File: src/cbz_pkg.sv
`timescale 1ns / 1ps
`default_nettype none
// ----------------------------------------------------------------------------
// Color balance package
// Shared constants, register indexes and the configuration bundle type.
// ----------------------------------------------------------------------------
package cbz_pkg;

	localparam int FRAC_BITS_DEF = 16;

	localparam int CFG_IDX_W  = 2;
	localparam int CFG_DATA_W = 24;

	// Register indexes of the configuration port
	localparam logic [CFG_IDX_W-1:0] REG_SHADOW    = 2'd0;
	localparam logic [CFG_IDX_W-1:0] REG_MIDTONE   = 2'd1;
	localparam logic [CFG_IDX_W-1:0] REG_HIGHLIGHT = 2'd2;
	localparam logic [CFG_IDX_W-1:0] REG_PRESERVE  = 2'd3;

	localparam logic PRESERVE_RST = 1'b1;
	localparam logic [7:0] PIX_MAX = 8'hFF;

	// Luma weights in thousandths
	localparam int LUMA_KR = 299;
	localparam int LUMA_KG = 587;
	localparam int LUMA_KB = 114;

	typedef struct packed {
		logic [CFG_DATA_W-1:0] shadow;
		logic [CFG_DATA_W-1:0] midtone;
		logic [CFG_DATA_W-1:0] highlight;
		logic                  preserve;
	} cbz_cfg_t;

endpackage
`default_nettype wire

File: src/cbz_out.sv
`timescale 1ns / 1ps
`default_nettype none
// ----------------------------------------------------------------------------
// Rescale and output
// Luma rescale multiply, clamp to 0..255, output register with skid slot.
// ----------------------------------------------------------------------------
module cbz_out #(
	parameter int FRAC_BITS = cbz_pkg::FRAC_BITS_DEF
) (
	input  logic                       clk,
	input  logic                       arst_n,
	input  logic                       in_valid,
	input  logic [FRAC_BITS+9:0]       quot,
	input  logic [2:0][FRAC_BITS+3:0]  adj,
	input  logic                       rescale,
	input  logic                       out_ready,
	output logic                       advance,
	output logic                       out_valid,
	output logic [2:0][7:0]            out_pix
);
	import cbz_pkg::*;

	localparam int CW = FRAC_BITS + 1;
	localparam int AW = FRAC_BITS + 4;
	localparam int QW = FRAC_BITS + 10;
	localparam int PW = AW + QW + 1;

	logic                 v_sm, v_sc;
	logic [2:0][PW-1:0]   prod_sm, prod_d;
	logic [2:0][AW-1:0]   adj_sm;
	logic                 resc_sm;
	logic [2:0]           zero_sc, sat_sc, zero_d, sat_d;
	logic [2:0][CW-1:0]   cf_sc, cf_d;
	logic [2:0][7:0]      res;

	for (genvar i = 0; i < 3; i++) begin : g_chan
		logic signed [PW-1:0] a_x, q_x;
		assign a_x = PW'($signed(adj[i]));
		assign q_x = $signed(PW'(quot));
		assign prod_d[i] = a_x * q_x;

		// Nonpositive goes to zero; positive value beyond two ones saturates
		always_comb begin
			if (resc_sm) begin
				zero_d[i] = prod_sm[i][PW-1] || (prod_sm[i] == '0);
				sat_d[i]  = |prod_sm[i][PW-2:2*FRAC_BITS+1];
				cf_d[i]   = prod_sm[i][2*FRAC_BITS:FRAC_BITS];
			end else begin
				zero_d[i] = adj_sm[i][AW-1] || (adj_sm[i] == '0);
				sat_d[i]  = |adj_sm[i][AW-2:FRAC_BITS+1];
				cf_d[i]   = adj_sm[i][FRAC_BITS:0];
			end
		end

		logic [CW+7:0] v255;
		logic [8:0]    o9;
		assign v255 = (CW+8)'({cf_sc[i], 8'b0}) - (CW+8)'(cf_sc[i]);
		assign o9   = v255[FRAC_BITS+8:FRAC_BITS];
		assign res[i] = zero_sc[i] ? 8'd0 : ((sat_sc[i] || o9[8]) ? PIX_MAX : o9[7:0]);
	end

	logic            out_v_q, skid_v_q;
	logic [2:0][7:0] out_px_q, skid_px_q;
	logic            push, pop;

	assign advance = !skid_v_q;
	assign push    = v_sc && advance;
	assign pop     = out_v_q && out_ready;

	always_ff @(posedge clk or negedge arst_n) begin
		if (!arst_n) begin
			v_sm     <= 1'b0;
			v_sc     <= 1'b0;
			out_v_q  <= 1'b0;
			skid_v_q <= 1'b0;
		end else begin
			if (advance) begin
				v_sm <= in_valid;
				v_sc <= v_sm;
			end
			if (!out_v_q || pop) begin
				out_v_q  <= skid_v_q || push;
				skid_v_q <= 1'b0;
			end else if (push) begin
				skid_v_q <= 1'b1;
			end
		end
	end

	always_ff @(posedge clk) begin
		if (advance) begin
			prod_sm <= prod_d;
			adj_sm  <= adj;
			resc_sm <= rescale;
			zero_sc <= zero_d;
			sat_sc  <= sat_d;
			cf_sc   <= cf_d;
		end
		if (!out_v_q || pop) begin
			out_px_q <= skid_v_q ? skid_px_q : res;
		end else if (push) begin
			skid_px_q <= res;
		end
	end

	assign out_valid = out_v_q;
	assign out_pix   = out_px_q;

endmodule
`default_nettype wire

File: config.mk
export PLATFORM = sky130hd
export DESIGN_NAME = cbz_out
export DESIGN_NICKNAME = d
export VERILOG_FILES = /design/src/cbz_pkg.sv /design/src/cbz_out.sv
export SDC_FILE = /design/constraint.sdc
export NUM_CORES = 2
export LEC_CHECK = 0
export ABC_AREA = 1
export BUFFER_PORTS_ARGS = -buffer_cell sky130_fd_sc_hd__buf_2
export CAP_MARGIN = 10
export CORE_ASPECT_RATIO = 1.2
export CORE_MARGIN = 5
export CORE_UTILIZATION = 65
export DETAILED_ROUTE_END_ITERATION = 7
export PLACE_DENSITY = 0.81
export REMOVE_ABC_BUFFERS = 1
export SLEW_MARGIN = 15
export SYNTH_ARGS = -nofsm -noshare
export SYNTH_HDL_FRONTEND = slang
export SYNTH_SLANG_ARGS = --single-unit
File: constraint.sdc
create_clock -name clk -period 29.7 [get_ports clk]
set_input_delay 4.455 -clock clk [delete_from_list [all_inputs] [get_ports clk]]
set_output_delay 4.455 -clock clk [all_outputs]
set_load 0.005 [all_outputs]
==> results_dict.tcl <==
set metrics [dict create \
    pin_count 117 \
    min_path_cells 2 \
    ant_nets 0 \
    maxSlewViolCount 0 \
    cts-resized-gates 0 \
    grt_max_degree 162 \
    rows 131 \
    r2r_start "skid_v_q$_DFFE_PN0P_" \
    vias_per_cell 5.60 \
    hold_viol_final 0 \
    cts_tree "built" \
    grt.total_usage_pct 35.5 \
    final_nets 10600 \
    synth-adder-area-share_pct 47.5 \
    cp_cell_sequence "buf_2 -> buf_4 -> nand2_1 -> fa_1 -> inv_1 -> fa_1 -> inv_1 -> fa_1 -> inv_1 -> fa_1 -> fa_1 -> fa_1 -> inv_1 -> fa_1 -> inv_1 -> ha_1 -> a21oi_1 -> a21boi_0 -> and2_1 -> o21ai_0 -> nand2_1 -> nand3_1 -> nand2_1 -> nand2_1" \
    crit_slowest_cell "buf_4" \
    cp_num_cells 24 \
    cts-root-buf "clkbuf_16" \
    cts_sinks 311 \
    synth_xor_area_share_pct 1.32 \
    area_delta_synth_final_pct 3.31 \
    cp-startpoint "quot[22]" \
    h-tree-depth 2 \
    grt_overflow_total 0 \
    max_clock_freq_ghz 0.0897 \
    worstSetupPathType "in -> reg" \
    final_common_cell "inv_1" \
    min_period_ns 11.14 \
    fp.dieH_um 368 \
    firstDrtPassIters 6 \
    r2r_cells 6 \
    synth-simple-area-share_pct 18.5 \
    cp.buffers_inverters 7 \
    mostFrequentLayoutCells "inv_1 (2528), nand2_1 (2360), fa_1 (1287), ha_1 (582), nor2_1 (398)" \
    synth_mux_area_share_pct 0 \
    cts_buffers 34 \
    seq_area_frac_synth_pct 13.4 \
    die_area_mm2 0.114 \
    maxCapViolCount 0 \
    relSlewSlack_pct 28.6 \
    clk_path_buf_depth 3 \
    via_count 56400 \
    clkTransAtPathRegs_ns 0.07 \
    cp_data_arrival_time_ns 11.49 \
    endpoint_kind "flop" \
    first_iter_violations 4714 \
    clk_latency_ns 0.60 \
    place_congestion 0.996 \
    rsz0062_at_grt "false" \
    cp-start-kind "input pin" \
    ys.flop_type "edfxtp_1" \
    hpwlAfterDp_um 154000 \
    drc_errors 0 \
    rr_endpoint "skid_px_q[23]$_DFFE_PP_" \
    finalSetupViolations 0 \
    critPathMaxFanout 40 \
    antenna_found_initial 6 \
    synth.avg_cell_area_um2 7.88 \
    rrSetupSlack_ns 26.61 \
    hold_path.class "reg -> reg" \
    drive_above_1_share_pct 3.61 \
    core-area_mm2 0.106 \
    grt_pass1_vias 61800 \
    postCtsSetupBuffers 0 \
    synth_cell_type_count 51 \
    start_util_pct 65.4 \
    async_flop_share_pct 1.29 \
    setup_tns_ns 0 \
    postSynthCellCount 8830 \
    synth_compound_area_share_pct 3.45 \
    wl_per_cell_um 19.6 \
    synth_area_mm2 0.0696 \
    wirelength_um 197000 \
    outcome "finished, final reports clean" \
    finalCritPeriodShare_pct 37.5 \
    synth_top_family_by_area "adder cells" \
    portBuffers 116 \
    grt_pass1_wl_um 318000 \
    cts_hold_repair.buffers 0 \
    crit_required_ns 30.05 \
    crit_path_max_incr_delay_ns 0.61 \
    cp_top_family "adder cells" \
    path_common_cell "fa_1" \
    worst_clock_skew_ns 0.0375 \
    die_x_um 309 \
    synth_edf_count 307 \
    critical_path.endpoint "prod_sm[88]$_DFFE_PN_" \
    synth-warning-count 0 \
    ys_seq_elements 311 \
    tightest_slew_ns 1.07 \
]
## registers in the layout (all words and copies together), names as in the netlist
signal     cells
adj_sm        60
prod_sm      141
skid_px_q     24
v_sm           1
out_pix       24
out_valid      1
resc_sm        1
cf_sc         51
zero_sc        3
skid_v_q       1
v_sc           1
sat_sc         3
## kinds of logic (layout without fill, tap and decap cells)
logic type	count (synthesis)	count (layout)
other cells	0	3
compound gates	431	431
buf+inv	2921	2761
fa+ha+maj	1869	1869
simple gates	3193	3193
xor+xnor	105	105
flops	311	311
## cell type report
type	instances	area, um^2
Clock inverter	22	230
Timing Repair Buffer	152	863
Antenna cell	3	7.51
Inverter	2547	9570
Clock buffer	40	873
Fill cell	8713	34500
Tap cell	1396	1750
Multi-Input combinational cell	5598	49300
Sequential cell	311	9320
## metal layers
layer	track usage, %	up-vias	part of all wire [%]
met5	0	-	0.011
met4	17.6	2	6.1
met3	6.54	787	9.2
met2	61.7	2865	49
met1	42.5	27600	35
li1	-	25200	-
## tightest hold or removal path, delay by kind of cell, from the launching register on
| family | cells | cell delay, ns |
|---|---|---|
| flip-flops | 1 | 0.32 |
| AND/OR/NAND/NOR | 2 | 0.10 |
## metrics by stage
step / hold slack [ns] / utilization (%) / area, um^2 / setup slack [ns] / cells
3_3_place_gp: 0.500 / 66.5 / 70800 / 18.07 / 10000
3_5_place_dp: 0.504 / 66.5 / 70800 / 18.04 / 10000
5_1_grt: 0.532 / 67.5 / 71900 / 18.36 / 10100
6_report: 0.511 / 67.6 / 71900 / 18.56 / 10100
2_1_floorplan: 0.473 / - / 68100 / 20.03 / 8456
4_1_cts: 0.510 / 67.5 / 71900 / 18.66 / 10100
## worst min path at each step
stage / startpoint / endpoint / slack, ns
2_1_floorplan: v_sc$_DFFE_PN0N_ / out_valid$_DFFE_PN0N_ / 0.47
5_1_grt: skid_px_q[14]$_DFFE_PP_ / out_pix[14]$_DFFE_PN_ / 0.53
3_3_place_gp: v_sc$_DFFE_PN0N_ / v_sc$_DFFE_PN0N_ / 0.50
3_5_place_dp: skid_px_q[14]$_DFFE_PP_ / out_pix[14]$_DFFE_PN_ / 0.50
6_report: skid_px_q[14]$_DFFE_PP_ / out_pix[14]$_DFFE_PN_ / 0.51
4_1_cts: skid_px_q[14]$_DFFE_PP_ / out_pix[14]$_DFFE_PN_ / 0.51
## synthesized netlist by cell type (all sizes together), types with 13 or more instances
library cell / instances / area share [%]
nand4: 72 / 0.65
nor3: 50 / 0.40
clkbuf: 342 / 1.8
xor2: 73 / 0.92
fa: 1287 / 37
a21oi: 198 / 1.5
nor2: 424 / 2.4
nand2: 2378 / 13
a31oi: 29 / 0.26
ha: 582 / 10
o21bai: 13 / 0.14
o21ai: 147 / 1.1
buf: 32 / 0.21
xnor2: 32 / 0.40
o21a: 16 / 0.17
edfxtp: 307 / 13
inv: 2544 / 14
nand3: 211 / 1.7
nor4: 28 / 0.26
Power is not shown: default switching activity piles up to over one toggle a cycle in this logic, so the estimate is an artifact.
