File: config.mk
export PLATFORM = sky130hd
export DESIGN_NAME = cbz_div
export DESIGN_NICKNAME = d
export VERILOG_FILES = /design/src/cbz_pkg.sv /design/src/cbz_div.sv
export SDC_FILE = /design/constraint.sdc
export NUM_CORES = 2
export LEC_CHECK = 0
export BUFFER_PORTS_ARGS = -buffer_cell sky130_fd_sc_hd__buf_2
export CORE_ASPECT_RATIO = 0.75
export CORE_MARGIN = 3
export CORE_UTILIZATION = 25
export CTS_CLUSTER_SIZE = 14
export DETAILED_ROUTE_END_ITERATION = 12
export GPL_ROUTABILITY_DRIVEN = 0
export GPL_TIMING_DRIVEN = 1
export PLACE_DENSITY = 0.4
export SLEW_MARGIN = 20
export SYNTH_ARGS = -nofsm -noshare
export SYNTH_HDL_FRONTEND = slang
export SYNTH_SLANG_ARGS = --single-unit
export TNS_END_PERCENT = 20
File: constraint.sdc
create_clock -name clk -period 4.7 [get_ports clk]
set_input_delay 0.235 -clock clk [delete_from_list [all_inputs] [get_ports clk]]
set_output_delay 0.235 -clock clk [all_outputs]
set_load 0.03 [all_outputs]
File: src/cbz_pkg.sv
`timescale 1ns / 1ps
`default_nettype none
// ----------------------------------------------------------------------------
// Color balance package
// Shared constants, register indexes and the configuration bundle type.
// ----------------------------------------------------------------------------
package cbz_pkg;

	localparam int FRAC_BITS_DEF = 16;

	localparam int CFG_IDX_W  = 2;
	localparam int CFG_DATA_W = 24;

	// Register indexes of the configuration port
	localparam logic [CFG_IDX_W-1:0] REG_SHADOW    = 2'd0;
	localparam logic [CFG_IDX_W-1:0] REG_MIDTONE   = 2'd1;
	localparam logic [CFG_IDX_W-1:0] REG_HIGHLIGHT = 2'd2;
	localparam logic [CFG_IDX_W-1:0] REG_PRESERVE  = 2'd3;

	localparam logic PRESERVE_RST = 1'b1;
	localparam logic [7:0] PIX_MAX = 8'hFF;

	// Luma weights in thousandths
	localparam int LUMA_KR = 299;
	localparam int LUMA_KG = 587;
	localparam int LUMA_KB = 114;

	typedef struct packed {
		logic [CFG_DATA_W-1:0] shadow;
		logic [CFG_DATA_W-1:0] midtone;
		logic [CFG_DATA_W-1:0] highlight;
		logic                  preserve;
	} cbz_cfg_t;

endpackage
`default_nettype wire

File: src/cbz_div.sv
`timescale 1ns / 1ps
`default_nettype none
// ----------------------------------------------------------------------------
// Pipelined divider
// Restoring division of luma * one by new luma, one quotient bit per stage.
// ----------------------------------------------------------------------------
module cbz_div #(
	parameter int FRAC_BITS = cbz_pkg::FRAC_BITS_DEF,
	parameter int SIDE_W    = 1
) (
	input  logic                   clk,
	input  logic                   arst_n,
	input  logic                   en,
	input  logic                   in_valid,
	input  logic [FRAC_BITS:0]     luma,
	input  logic [FRAC_BITS+3:0]   den,
	input  logic [SIDE_W-1:0]      side_in,
	output logic                   out_valid,
	output logic [FRAC_BITS+9:0]   quot,
	output logic [SIDE_W-1:0]      side_out
);
	localparam int QW  = FRAC_BITS + 10;
	localparam int NDW = FRAC_BITS + 4;
	localparam int DW  = 2 * FRAC_BITS + 1;

	logic [DW-1:0] dvd;
	assign dvd = {luma, {FRAC_BITS{1'b0}}};

	logic [QW-1:0]             vld_s;
	logic [QW-1:0][NDW-1:0]    rem_s;
	logic [QW-1:0][NDW-1:0]    den_s;
	logic [QW-1:0][QW-1:0]     lo_s;
	logic [QW-1:0][QW-1:0]     quo_s;
	logic [QW-1:0][SIDE_W-1:0] side_s;

	for (genvar k = 0; k < QW; k++) begin : g_st
		logic              v_in;
		logic [NDW-1:0]    r_in, d_in;
		logic [QW-1:0]     lo_in, q_in;
		logic [SIDE_W-1:0] sd_in;
		logic [NDW:0]      trial, diff;
		logic              take;

		if (k == 0) begin : g_first
			// Top dividend bits stay below the divisor when the quotient fits
			assign v_in  = in_valid;
			assign r_in  = NDW'(dvd[DW-1:QW]);
			assign d_in  = den;
			assign lo_in = dvd[QW-1:0];
			assign q_in  = '0;
			assign sd_in = side_in;
		end else begin : g_next
			assign v_in  = vld_s[k-1];
			assign r_in  = rem_s[k-1];
			assign d_in  = den_s[k-1];
			assign lo_in = lo_s[k-1];
			assign q_in  = quo_s[k-1];
			assign sd_in = side_s[k-1];
		end

		assign trial = {r_in, lo_in[QW-1-k]};
		assign take  = trial >= {1'b0, d_in};
		assign diff  = trial - {1'b0, d_in};

		always_ff @(posedge clk or negedge arst_n) begin
			if (!arst_n) begin
				vld_s[k] <= 1'b0;
			end else if (en) begin
				vld_s[k] <= v_in;
			end
		end

		always_ff @(posedge clk) begin
			if (en) begin
				rem_s[k]  <= take ? diff[NDW-1:0] : trial[NDW-1:0];
				den_s[k]  <= d_in;
				lo_s[k]   <= lo_in;
				quo_s[k]  <= q_in | (QW'(take) << (QW - 1 - k));
				side_s[k] <= sd_in;
			end
		end
	end

	assign out_valid = vld_s[QW-1];
	assign quot      = quo_s[QW-1];
	assign side_out  = side_s[QW-1];

endmodule
`default_nettype wire

==> impl_metrics.yaml <==
run_status:
  status: "finished, final reports clean"
finish:
  fin_cells: 10271
  drive_gt1_share_pct: 8.70
  design.final.nets: 6816
  multi_input_comb_area_um2: 27300
  area_delta_synth_final_pct: 15.9
  sequential_cell_area_um2: 43400
  fill_cells: 29478
min_path:
  worstHoldPathType: "in -> reg"
  holdCritStartpoint: "den[19]"
  timing.hold.worst_endpoint: "g_st[1].d_in[19]"
  whs_path_depth: 2
clock_network:
  cts_inserted_buffers: 175
  numClockSinks: 1448
  clk_root_buffer_cell: "sky130_fd_sc_hd__clkbuf_16"
  cts_hold_buf: 45
  cts_setup_buffers: 0
  tritoncts: "done"
  clk_pin_slew_ns: 0.06
  clock_latency_ns: 0.84
  ctsLongestPathBuffers: 4
  cts.htree.levels: 4
  cts.repair.resized: 0
synth:
  yosys_most_used_dff: "sky130_fd_sc_hd__edfxtp_1"
  proportion_of_netlist_area_held_by_the_largest_area_contributor_pct: 58.2
  synthMuxAreaShare_pct: 2.96
  synth_area_per_cell_um2: 12.2
  synthTopCellsByCount: "sky130_fd_sc_hd__edfxtp_1, sky130_fd_sc_hd__inv_1, sky130_fd_sc_hd__ha_1, sky130_fd_sc_hd__a21oi_1, sky130_fd_sc_hd__nand2_1"
  synthDominantAreaCellType: "sky130_fd_sc_hd__edfxtp_1"
  area_contributors_post_synth: "sky130_fd_sc_hd__edfxtp_1, sky130_fd_sc_hd__ha_1, sky130_fd_sc_hd__inv_1"
  synth_top_family_by_area: "compound AO/OA/AOI/OAI gates"
  synth-compound-area-share_pct: 11.9
  synth_async_sr_flop_share_pct: 1.80
  synth.most_common_cell: "sky130_fd_sc_hd__edfxtp_1"
  synth_simple_gate_area_share_pct: 8.50
  number_of_nets_in_the_synthesized_netlist: 6571
  syn-cell-area_um2: 73400
  synth_edf_count: 1422
  post_synth_xor_area_fraction_pct: 4.34
  netlist-cell-type-count: 89
  synth_warnings: 0
  synth_adder_area_share_pct: 9.32
  ys_seq_elements: 1448
  synthesis.instances: 5997
  ys_seq_area_share_pct: 59.1
sta:
  fmaxAchievable_ghz: 0.252
  setup_repair_after_global_routing_missed_its_margin: "no"
  worst_pin_slew_ns: 0.963
  setup_viol: 0
  worst_clock_skew_ns: 0.0495
  timing.setup.tns_ns: 0
  slew_headroom_pct: 35.8
  final_hold_viol_count: 0
  finalCriticalPeriod_ns: 3.97
  holdWs_ns: 0.117
  timing.final.crit_share_pct: 84.5
  max_slew_violation_count: 0
grt:
  grt_first_pass_wirelength_um: 269000
  maximum_number_of_pins_on_one_net_before_global_route_repair: 125
  antenna_found_initial: 8
  globalRoute.totalOverflow: 0
  number_of_global_route_vias_before_repair: 44352
  grt_util_all_layers_pct: 11.4
route:
  detailedRoute.firstPassIterationCount: 6
  detail_route.wirelength_um: 173000
  antenna_left: 0
  drt-wirelength-per-cell_um: 16.8
  via_per_inst: 4.43
  drt_first_iter_violations: 3674
  via_count: 45510
  route.detailed.drc: 0
die:
  fp-row-count: 171
  ioPinCount: 70
  floorplan.initialDensity_pct: 25.2
  dieArea_um2: 300000
  floorplan.die.width_um: 632
  core_um2: 291000
  die_h_um: 475
placed_design:
  numPlacedInstances: 9912
  quantity_of_i_o_buffers_inserted_on_ports: 69
  place.detailed.hpwl_um: 125000
power:
  p_per_area_nw_per_um2: 662
  leakagePower_nw: 33.4
  max-vdd-ir-drop_v: 0.000261
  total_power_mw: 56.3
worst_setup_path:
  crit_start: "g_st[1].d_in[1]"
  setup.worst_path.end_class: "register"
  rr_endpoint: "g_st[2].r_in[4]"
  crit-reg2reg-launch: "g_st[1].d_in[1]"
  crit_required_ns: 5.27
  worst-path-max-fanout: 19
  worstSetupStartpointType: "register"
  criticalPathCategory: "reg -> reg"
  regToRegSetupSlack_ns: 0.73
  ff2ff_path_depth: 12
  critPathArrivalTime_ns: 4.54
run:
  count_of_max_cap_constraint_violations: 0
-- layout by cell type, fill, tap and decap left out, types with 45 or more instances in the layout --
cell type and instances:
sky130_fd_sc_hd__a31oi_1 45, sky130_fd_sc_hd__a21oi_1 391, sky130_fd_sc_hd__inv_1 635, sky130_fd_sc_hd__nand3_1 83, sky130_fd_sc_hd__nor3_1 87, sky130_fd_sc_hd__xor2_1 145
sky130_fd_sc_hd__o21ai_0 295, sky130_fd_sc_hd__nand2b_1 66, sky130_fd_sc_hd__buf_4 47, sky130_fd_sc_hd__nor2b_1 92, sky130_fd_sc_hd__clkbuf_16 180, sky130_fd_sc_hd__o21ai_1 67
sky130_fd_sc_hd__nand2_1 392, sky130_fd_sc_hd__edfxtp_1 1422, sky130_fd_sc_hd__o21a_1 75, sky130_fd_sc_hd__buf_2 68, sky130_fd_sc_hd__a211oi_1 49, sky130_fd_sc_hd__mux2_1 77
sky130_fd_sc_hd__ha_1 507, sky130_fd_sc_hd__a21o_1 183, sky130_fd_sc_hd__mux2_2 102, sky130_fd_sc_hd__xnor2_1 219, sky130_fd_sc_hd__nor2_1 362, sky130_fd_sc_hd__nand4_1 61
-- routing by layer --
layer	vias to the layer above	track usage, %	part of all wire, %
met5	-	0	0.0040
met4	2	2.84	2.2
met3	247	1.97	4.8
met2	838	16.4	41
met1	21929	17.4	52
li1	22494	-	-
-- worst max-delay path: stages (launching register included) --
cell and delay (ns):
sky130_fd_sc_hd__edfxtp_1 0.44, sky130_fd_sc_hd__inv_1 0.08, sky130_fd_sc_hd__ha_1 0.24, sky130_fd_sc_hd__nor2b_1 0.15, sky130_fd_sc_hd__o31ai_1 0.39, sky130_fd_sc_hd__a21oi_1 0.19
sky130_fd_sc_hd__a31oi_1 0.40, sky130_fd_sc_hd__a211oi_1 0.17, sky130_fd_sc_hd__o31a_1 0.35, sky130_fd_sc_hd__o41ai_2 0.43, sky130_fd_sc_hd__o21a_1 0.47, sky130_fd_sc_hd__buf_4 0.31
sky130_fd_sc_hd__o31ai_1 0.10
-- kinds of logic (layout without fill, tap and decap cells) --
group           count (synthesis)  in the layout
other cells                     0              3
xor+xnor                      364            364
compound gates               1390           1390
mux                           195            195
buf+inv                       746           1125
flops                        1448           1448
simple gates                 1322           1322
fa+ha+maj                     532            532
-- stage by stage --
step	area, um^2	worst slack, ns	utilization (%)
2_1_floorplan	73400	1.44	-
3_3_place_gp	78900	0.812	27.1
3_5_place_dp	78900	0.756	27.1
4_1_cts	85100	0.738	29.3
5_1_grt	85100	0.344	29.3
6_report	85100	0.728	29.3
-- registers in the layout (all words and copies together) (netlist names) --
name,flops
out_valid,1
g_st.r_in,500
g_st.sd_in,25
quot,26
side_out,1
g_st.q_in,325
g_st.lo_in,45
g_st.d_in,500
g_st.v_in,25
-- layout make-up --
cell class	count	area share, %
Sequential cell	1448	51.0
Multi-Input combinational cell	3803	32.1
Tap cell	3892	5.72
Clock buffer	208	5.44
Inverter	640	2.83
Timing Repair Buffer	174	1.69
Clock inverter	103	1.25
Antenna cell	3	0.00883
-- power by group --
group          internal, mW  switching, mW  total (mW)
logic                  9.54           12.5        22.1
clock network          8.12           5.56        13.7
registers              18.6           1.94        20.6
-- worst max path at each step --
stage	end	depth (start not counted)	slack (ns)
2_1_floorplan	g_st[3].r_in[18]	12	1.44
3_3_place_gp	g_st[5].r_in[3]	14	0.81
3_5_place_dp	g_st[2].r_in[4]	12	0.76
4_1_cts	g_st[2].r_in[4]	11	0.74
5_1_grt	g_st[2].r_in[4]	12	0.34
6_report	g_st[2].r_in[4]	12	0.73
Note: power is estimated with default switching activity, not from simulation.
