File: config.mk
export PLATFORM = sky130hd
export DESIGN_NAME = cbz_luma
export DESIGN_NICKNAME = d
export VERILOG_FILES = /design/src/cbz_pkg.sv /design/src/cbz_luma.sv
export SDC_FILE = /design/constraint.sdc
export NUM_CORES = 1
export LEC_CHECK = 0
export BUFFER_PORTS_ARGS = -buffer_cell sky130_fd_sc_hd__buf_2
export CAP_MARGIN = 40
export CORE_MARGIN = 2
export CORE_UTILIZATION = 37
export CTS_BUF_LIST = sky130_fd_sc_hd__clkbuf_16
export CTS_CLUSTER_SIZE = 8
export DETAILED_ROUTE_END_ITERATION = 8
export PLACE_DENSITY_LB_ADDON = 0.15
export SYNTH_ARGS = -nofsm -noshare
export SYNTH_HDL_FRONTEND = slang
export SYNTH_SLANG_ARGS = --single-unit
export TNS_END_PERCENT = 5
File: constraint.sdc
create_clock -name clk -period 7.5 [get_ports clk]
set_input_delay 0.75 -clock clk [delete_from_list [all_inputs] [get_ports clk]]
set_output_delay 0.75 -clock clk [all_outputs]
set_load 0.01 [all_outputs]
File: src/cbz_pkg.sv
`timescale 1ns / 1ps
`default_nettype none
// ----------------------------------------------------------------------------
// Color balance package
// Shared constants, register indexes and the configuration bundle type.
// ----------------------------------------------------------------------------
package cbz_pkg;

	localparam int FRAC_BITS_DEF = 16;

	localparam int CFG_IDX_W  = 2;
	localparam int CFG_DATA_W = 24;

	// Register indexes of the configuration port
	localparam logic [CFG_IDX_W-1:0] REG_SHADOW    = 2'd0;
	localparam logic [CFG_IDX_W-1:0] REG_MIDTONE   = 2'd1;
	localparam logic [CFG_IDX_W-1:0] REG_HIGHLIGHT = 2'd2;
	localparam logic [CFG_IDX_W-1:0] REG_PRESERVE  = 2'd3;

	localparam logic PRESERVE_RST = 1'b1;
	localparam logic [7:0] PIX_MAX = 8'hFF;

	// Luma weights in thousandths
	localparam int LUMA_KR = 299;
	localparam int LUMA_KG = 587;
	localparam int LUMA_KB = 114;

	typedef struct packed {
		logic [CFG_DATA_W-1:0] shadow;
		logic [CFG_DATA_W-1:0] midtone;
		logic [CFG_DATA_W-1:0] highlight;
		logic                  preserve;
	} cbz_cfg_t;

endpackage
`default_nettype wire

File: src/cbz_luma.sv
`timescale 1ns / 1ps
`default_nettype none
// ----------------------------------------------------------------------------
// Luma and zone weights
// Stages 1-4: channel to fixed point, luma sum, divide by 1000, zone weights.
// ----------------------------------------------------------------------------
module cbz_luma #(
	parameter int FRAC_BITS = cbz_pkg::FRAC_BITS_DEF
) (
	input  logic                      clk,
	input  logic                      arst_n,
	input  logic                      en,
	input  logic                      in_valid,
	input  logic [7:0]                red,
	input  logic [7:0]                green,
	input  logic [7:0]                blue,
	output logic                      valid_s4,
	output logic [2:0][FRAC_BITS:0]   chan_s4,
	output logic [FRAC_BITS:0]        luma_s4,
	output logic [FRAC_BITS:0]        w_shadow_s4,
	output logic [FRAC_BITS:0]        w_mid_s4,
	output logic [FRAC_BITS:0]        w_high_s4
);
	import cbz_pkg::*;

	localparam int CW    = FRAC_BITS + 1;
	localparam int S255  = FRAC_BITS + 16;
	localparam int M255W = FRAC_BITS + 9;
	localparam logic [M255W-1:0] M255 =
		M255W'(((64'd1 << S255) + 64'd254) / 64'd255);
	localparam int XW    = FRAC_BITS + 10;
	localparam int YW    = XW - 3;
	localparam int S125  = FRAC_BITS + 14;
	localparam int M125W = FRAC_BITS + 8;
	localparam logic [M125W-1:0] M125 =
		M125W'(((64'd1 << S125) + 64'd124) / 64'd125);
	localparam logic [CW+1:0] ONE_X = (CW+2)'(64'd1 << FRAC_BITS);
	localparam logic [CW+1:0] TH_X  = (CW+2)'(64'd3 << (FRAC_BITS - 1));
	localparam logic [CW-1:0] HALF  = CW'(64'd1 << (FRAC_BITS - 1));

	logic [2:0][7:0] pix;
	assign pix = {blue, green, red};

	// Stage 1: ceil(p * one / 255) by reciprocal multiply
	logic                 v_s1;
	logic [2:0][CW-1:0]   chan_s1;
	logic [2:0][CW-1:0]   chan_d1;

	for (genvar i = 0; i < 3; i++) begin : g_conv
		logic [M255W+7:0] prod;
		logic             frac;
		assign prod = (M255W+8)'(pix[i]) * (M255W+8)'(M255);
		assign frac = (pix[i] != 8'd0) && (pix[i] != PIX_MAX);
		assign chan_d1[i] = prod[16 +: CW] + CW'(frac);
	end

	// Stage 2: weighted sum
	logic                 v_s2;
	logic [2:0][CW-1:0]   chan_s2;
	logic [XW-1:0]        lsum_s2;
	logic [XW-1:0]        lsum_d2;

	assign lsum_d2 = XW'(chan_s1[0]) * XW'(LUMA_KR) + XW'(chan_s1[1]) * XW'(LUMA_KG)
		+ XW'(chan_s1[2]) * XW'(LUMA_KB);

	// Stage 3: divide by 1000 as (x >> 3) / 125
	logic                 v_s3;
	logic [2:0][CW-1:0]   chan_s3;
	logic [CW-1:0]        luma_s3;
	logic [YW+M125W-1:0]  lprod;

	assign lprod = (YW+M125W)'(lsum_s2[XW-1:3]) * (YW+M125W)'(M125);

	// Stage 4: zone weights
	logic [CW+2:0] five;
	logic [CW+1:0] t;
	logic [CW-1:0] dev;
	logic [CW+1:0] d3;

	assign five = (CW+3)'({luma_s3, 2'b00}) + (CW+3)'(luma_s3);
	assign t    = five[CW+2:1];
	assign dev  = (luma_s3 >= HALF) ? luma_s3 - HALF : HALF - luma_s3;
	assign d3   = (CW+2)'({dev, 1'b0}) + (CW+2)'(dev);

	always_ff @(posedge clk or negedge arst_n) begin
		if (!arst_n) begin
			v_s1     <= 1'b0;
			v_s2     <= 1'b0;
			v_s3     <= 1'b0;
			valid_s4 <= 1'b0;
		end else if (en) begin
			v_s1     <= in_valid;
			v_s2     <= v_s1;
			v_s3     <= v_s2;
			valid_s4 <= v_s3;
		end
	end

	always_ff @(posedge clk) begin
		if (en) begin
			chan_s1     <= chan_d1;
			chan_s2     <= chan_s1;
			lsum_s2     <= lsum_d2;
			chan_s3     <= chan_s2;
			luma_s3     <= lprod[S125 +: CW];
			chan_s4     <= chan_s3;
			luma_s4     <= luma_s3;
			w_shadow_s4 <= (t < ONE_X) ? CW'(ONE_X - t) : '0;
			w_mid_s4    <= (d3 < ONE_X) ? CW'(ONE_X - d3) : '0;
			w_high_s4   <= (t > TH_X) ? CW'(t - TH_X) : '0;
		end
	end

endmodule
`default_nettype wire

==> summary.md <==
| Metric | Value |
|---|---|
| Status | complete, no violations |
| Synth Area in Simple Gates | 0.07108 |
| Cts bufs inserted | 47 |
| Netlist cell types | 77 |
| CP most frequent cell | fa_1 |
| Synth Flop Type | edfxtp_1 |
| Gpl congestion | between 0.8 and 0.9 |
| Final instance area | ~33000 sq um |
| Root Driver | clkbuf_16 |
| Synth area leader | edfxtp_1 |
| Starting Density | 0.3718 |
| Final ANT Viol Nets | 0 |
| Asr flop ratio synth | 0.01266 |
| Post-synth top cells | inv_1 (596), ha_1 (479), fa_1 (327) |
| # IOs | about 150 |
| Count of pins over their slew limit | 0 |
| Critical path startpoint category | flop |
| Routed vias | about 19000 |
| Post-layout nets | between 3000 and 4000 |
| Post-Synth XOR/XNOR Area | 0.03791 |
| Worst Path Required | 7.80 ns |
| Fillers | about 7800 |
| Dpl hpwl | between 50 and 60 mm |
| Minimum clock period | around 7 ns |
| Overflow after GRT | 0 |
| Post-DP Area | about 32000 sq um |
| Via/cell ratio | 4.797 |
| Setup crit end kind | flop |
| Synthesis-to-finish area growth | 11.47% |
| PortBufs | approximately 150 |
| Max incr delay on CP | slightly above 0.6 ns |
| Clock Path Buffers | 3 |
| Total Routing Usage GR | 0.1687 |
| CTS tree | built |
| Post-synthesis sequential area ratio | 0.3178 |
| CP bufs+invs | 5 |
| Multiplexer share of the synthesized area | 0.003191 |
| First-pass GRT wire length | between 100 and 150 mm |
| Die H | ~290 um |
| Compound-Gate Fraction of Synth Area | 0.07113 |
| EDFF count, synth | about 310 |
| Vias in the first global route | 19881 |
| Syn nets | 3424 |
| Inst Count DP | between 3000 and 4000 |
| Clock slew at reported path FFs | around 0.05 ns |
| Max-cap viol count | 0 |
| Max Clock Skew | 0.01115 ns |
| Setup TNS | 0 ns |
| Yosys warns | 0 |
| Main combinational cell family by area after synthesis | adder cells |
| Worst slew pin tran | roughly 0.87 ns |
| Post-CTS Setup Bufs | 0 |
| Post-synth top area share | 0.3144 |
| Share of cells above drive strength 1 | 0.08997 |
| Largest net degree at the start of global routing | ~100 |
| Initial DRC Count | approximately 900 |
| TritonRoute pass-1 iters | 5 |
| Setup violations, final | 0 |
| Die width | about 290 um |
| CP delay by family, top | adder cells |
| Clk_lat worst skew | approximately 0.57 ns |
| Arr. time, crit path | 7.29 ns |
| Cell count after synthesis | ~2600 |
| Ant diodes | 0 |
| FF+latch count, synth | 316 |
| Worst path slowest cell | fa_1 |
| Drt drc | 0 |
| Core Region | roughly 80000 sq um |
| Final core utilization | 0.4144 |
| Die ar. | between 80000 and 90000 sq um |
| Crit Path Class | reg2reg |
| Final Hold Fails | 0 |
| H-tree Lvls | 2 |
| Initial antenna violation count | 0 |
| FMAX | roughly 140 MHz |
| Cell area after synthesis | ~30000 sq um |
| Top-count cell post-synth | inv_1 |
| Rows | 104 |
| Post-route insts no fill | 3861 |
| Sequence of cells on the critical path | fa_1 > inv_1 > fa_1 > inv_1 > fa_1 > fa_1 > fa_1 > inv_1 > fa_1 > inv_1 > fa_1 > ha_1 > nand2_1 > nor4_1 > nand4_1 > a211oi_2 > o31ai_1 > buf_4 > a21boi_0 > o41ai_1 > xnor2_1 |
| Final period util | 0.9313 |
| Routed Wire Length | just under 70 mm |
| Slew margin rel. | 0.4171 |
| Synth Area in Adders | 0.4208 |
| Hold Crit Class | reg2reg |
| RSZ-0062 raised after global routing | no |
| Syn avg cell area | ~12 sq um |
| Clock sinks | between 300 and 400 |
| Synth top area cells | edfxtp_1 (31%), fa_1 (22%), ha_1 (20%), inv_1 (7.5%), xnor2_1 (2.6%) |
| CP Max Fanout | 8 |
| Drt wl/cell | about 18 um |
-- final timing paths --
| check | from | to | slack [ns] | cells after the start |
|---|---|---|---|---|
| worst max-delay path | lsum_s2[24] | luma_s3[13] | 0.51 | 21 |
| worst min-delay path | chan_s3[23] | chan_s4[23] | 0.41 | 0 |
| worst max register to register | lsum_s2[24] | luma_s3[13] | 0.51 | 21 |
| worst min register to register | chan_s3[23] | chan_s4[23] | 0.41 | 0 |
| max in group asynchronous | arst_n | v_s3 | 6.86 | 2 |
| min in group asynchronous | arst_n | v_s2 | 0.53 | 2 |
-- layer usage --
layer	wire length, um	track usage	vias to the layer above
met1	29290	0.2069	9015
met4	2383	0.05881	0
li1	-	-	9071
met3	2314	0.02322	119
met2	34570	0.3027	318
met5	0	0	-
-- flip-flops by register name, summed over array words and instances (netlist names) --
register	cells
v_s2	1
chan_s3	51
v_s1	1
w_high_s4	17
luma_s4	17
w_mid_s4	17
chan_s2	51
v_s3	1
valid_s4	1
luma_s3	17
lsum_s2	23
chan_s4	51
w_shadow_s4	17
chan_s1	51
-- logic make-up (layout without fill, tap and decap cells) --
family,Yosys count,after routing
adders and majority gates,806,806
buffers and inverters,615,826
and+or+nand+nor,406,406
DFF,316,316
AOI/OAI and AO/OA,309,309
xor gates and xnor gates,129,129
muxes,9,9
-- per-stage QoR --
step,hold WS [ns],setup slack [ns]
6_report,0.4123,0.5150
5_1_grt,0.4147,0.1482
4_1_cts,0.3776,0.2428
3_5_place_dp,0.4045,0.2752
3_3_place_gp,0.4024,0.3631
2_1_floorplan,0.4003,1.166
-- area by class of cell --
type / count / area (sq um) / area share
multi-input cells: 1659 / 18010 / 0.5421
flip-flops and latches: 316 / 9469 / 0.2851
inverters: 596 / 2237 / 0.06735
well taps: 1060 / 1326 / 0.03993
repair buffers: 162 / 880.8 / 0.02652
clock inverters: 20 / 96.34 / 0.002900
clock buffers: 48 / 1201 / 0.03616
-- layout by cell type, fill, tap and decap left out, drive strengths merged, types with 5 or more instances in the layout --
cell and n:
inv 607, ha 479, fa 327, edfxtp 312, buf 161, nor2 108
xnor2 87, a21oi 71, o21ai 58, nand2 56, clkbuf 48, a21o 45
xor2 42, nor3 40, nand3 38, nor2b 24, and2 22, and3 19
nand4 17, a31oi 14, o21a 14, nand2b 14, nor4 14, o31ai 13
or2 13, a211oi 13, o21bai 10, or4 10, or3 9, o211ai 9
clkinv 9, o41ai 8, nor3b 7, o2111ai 6, mux2i 5, a21boi 5
-- what timing repair did --
item,CTS,global route
gates resized for setup,0,1
endpoints found under the hold margin,4,0
endpoints found under the setup margin,0,1
hold buffers,1,0
Power is not shown: default switching activity piles up to over one toggle a cycle in this logic, so the estimate is an artifact.
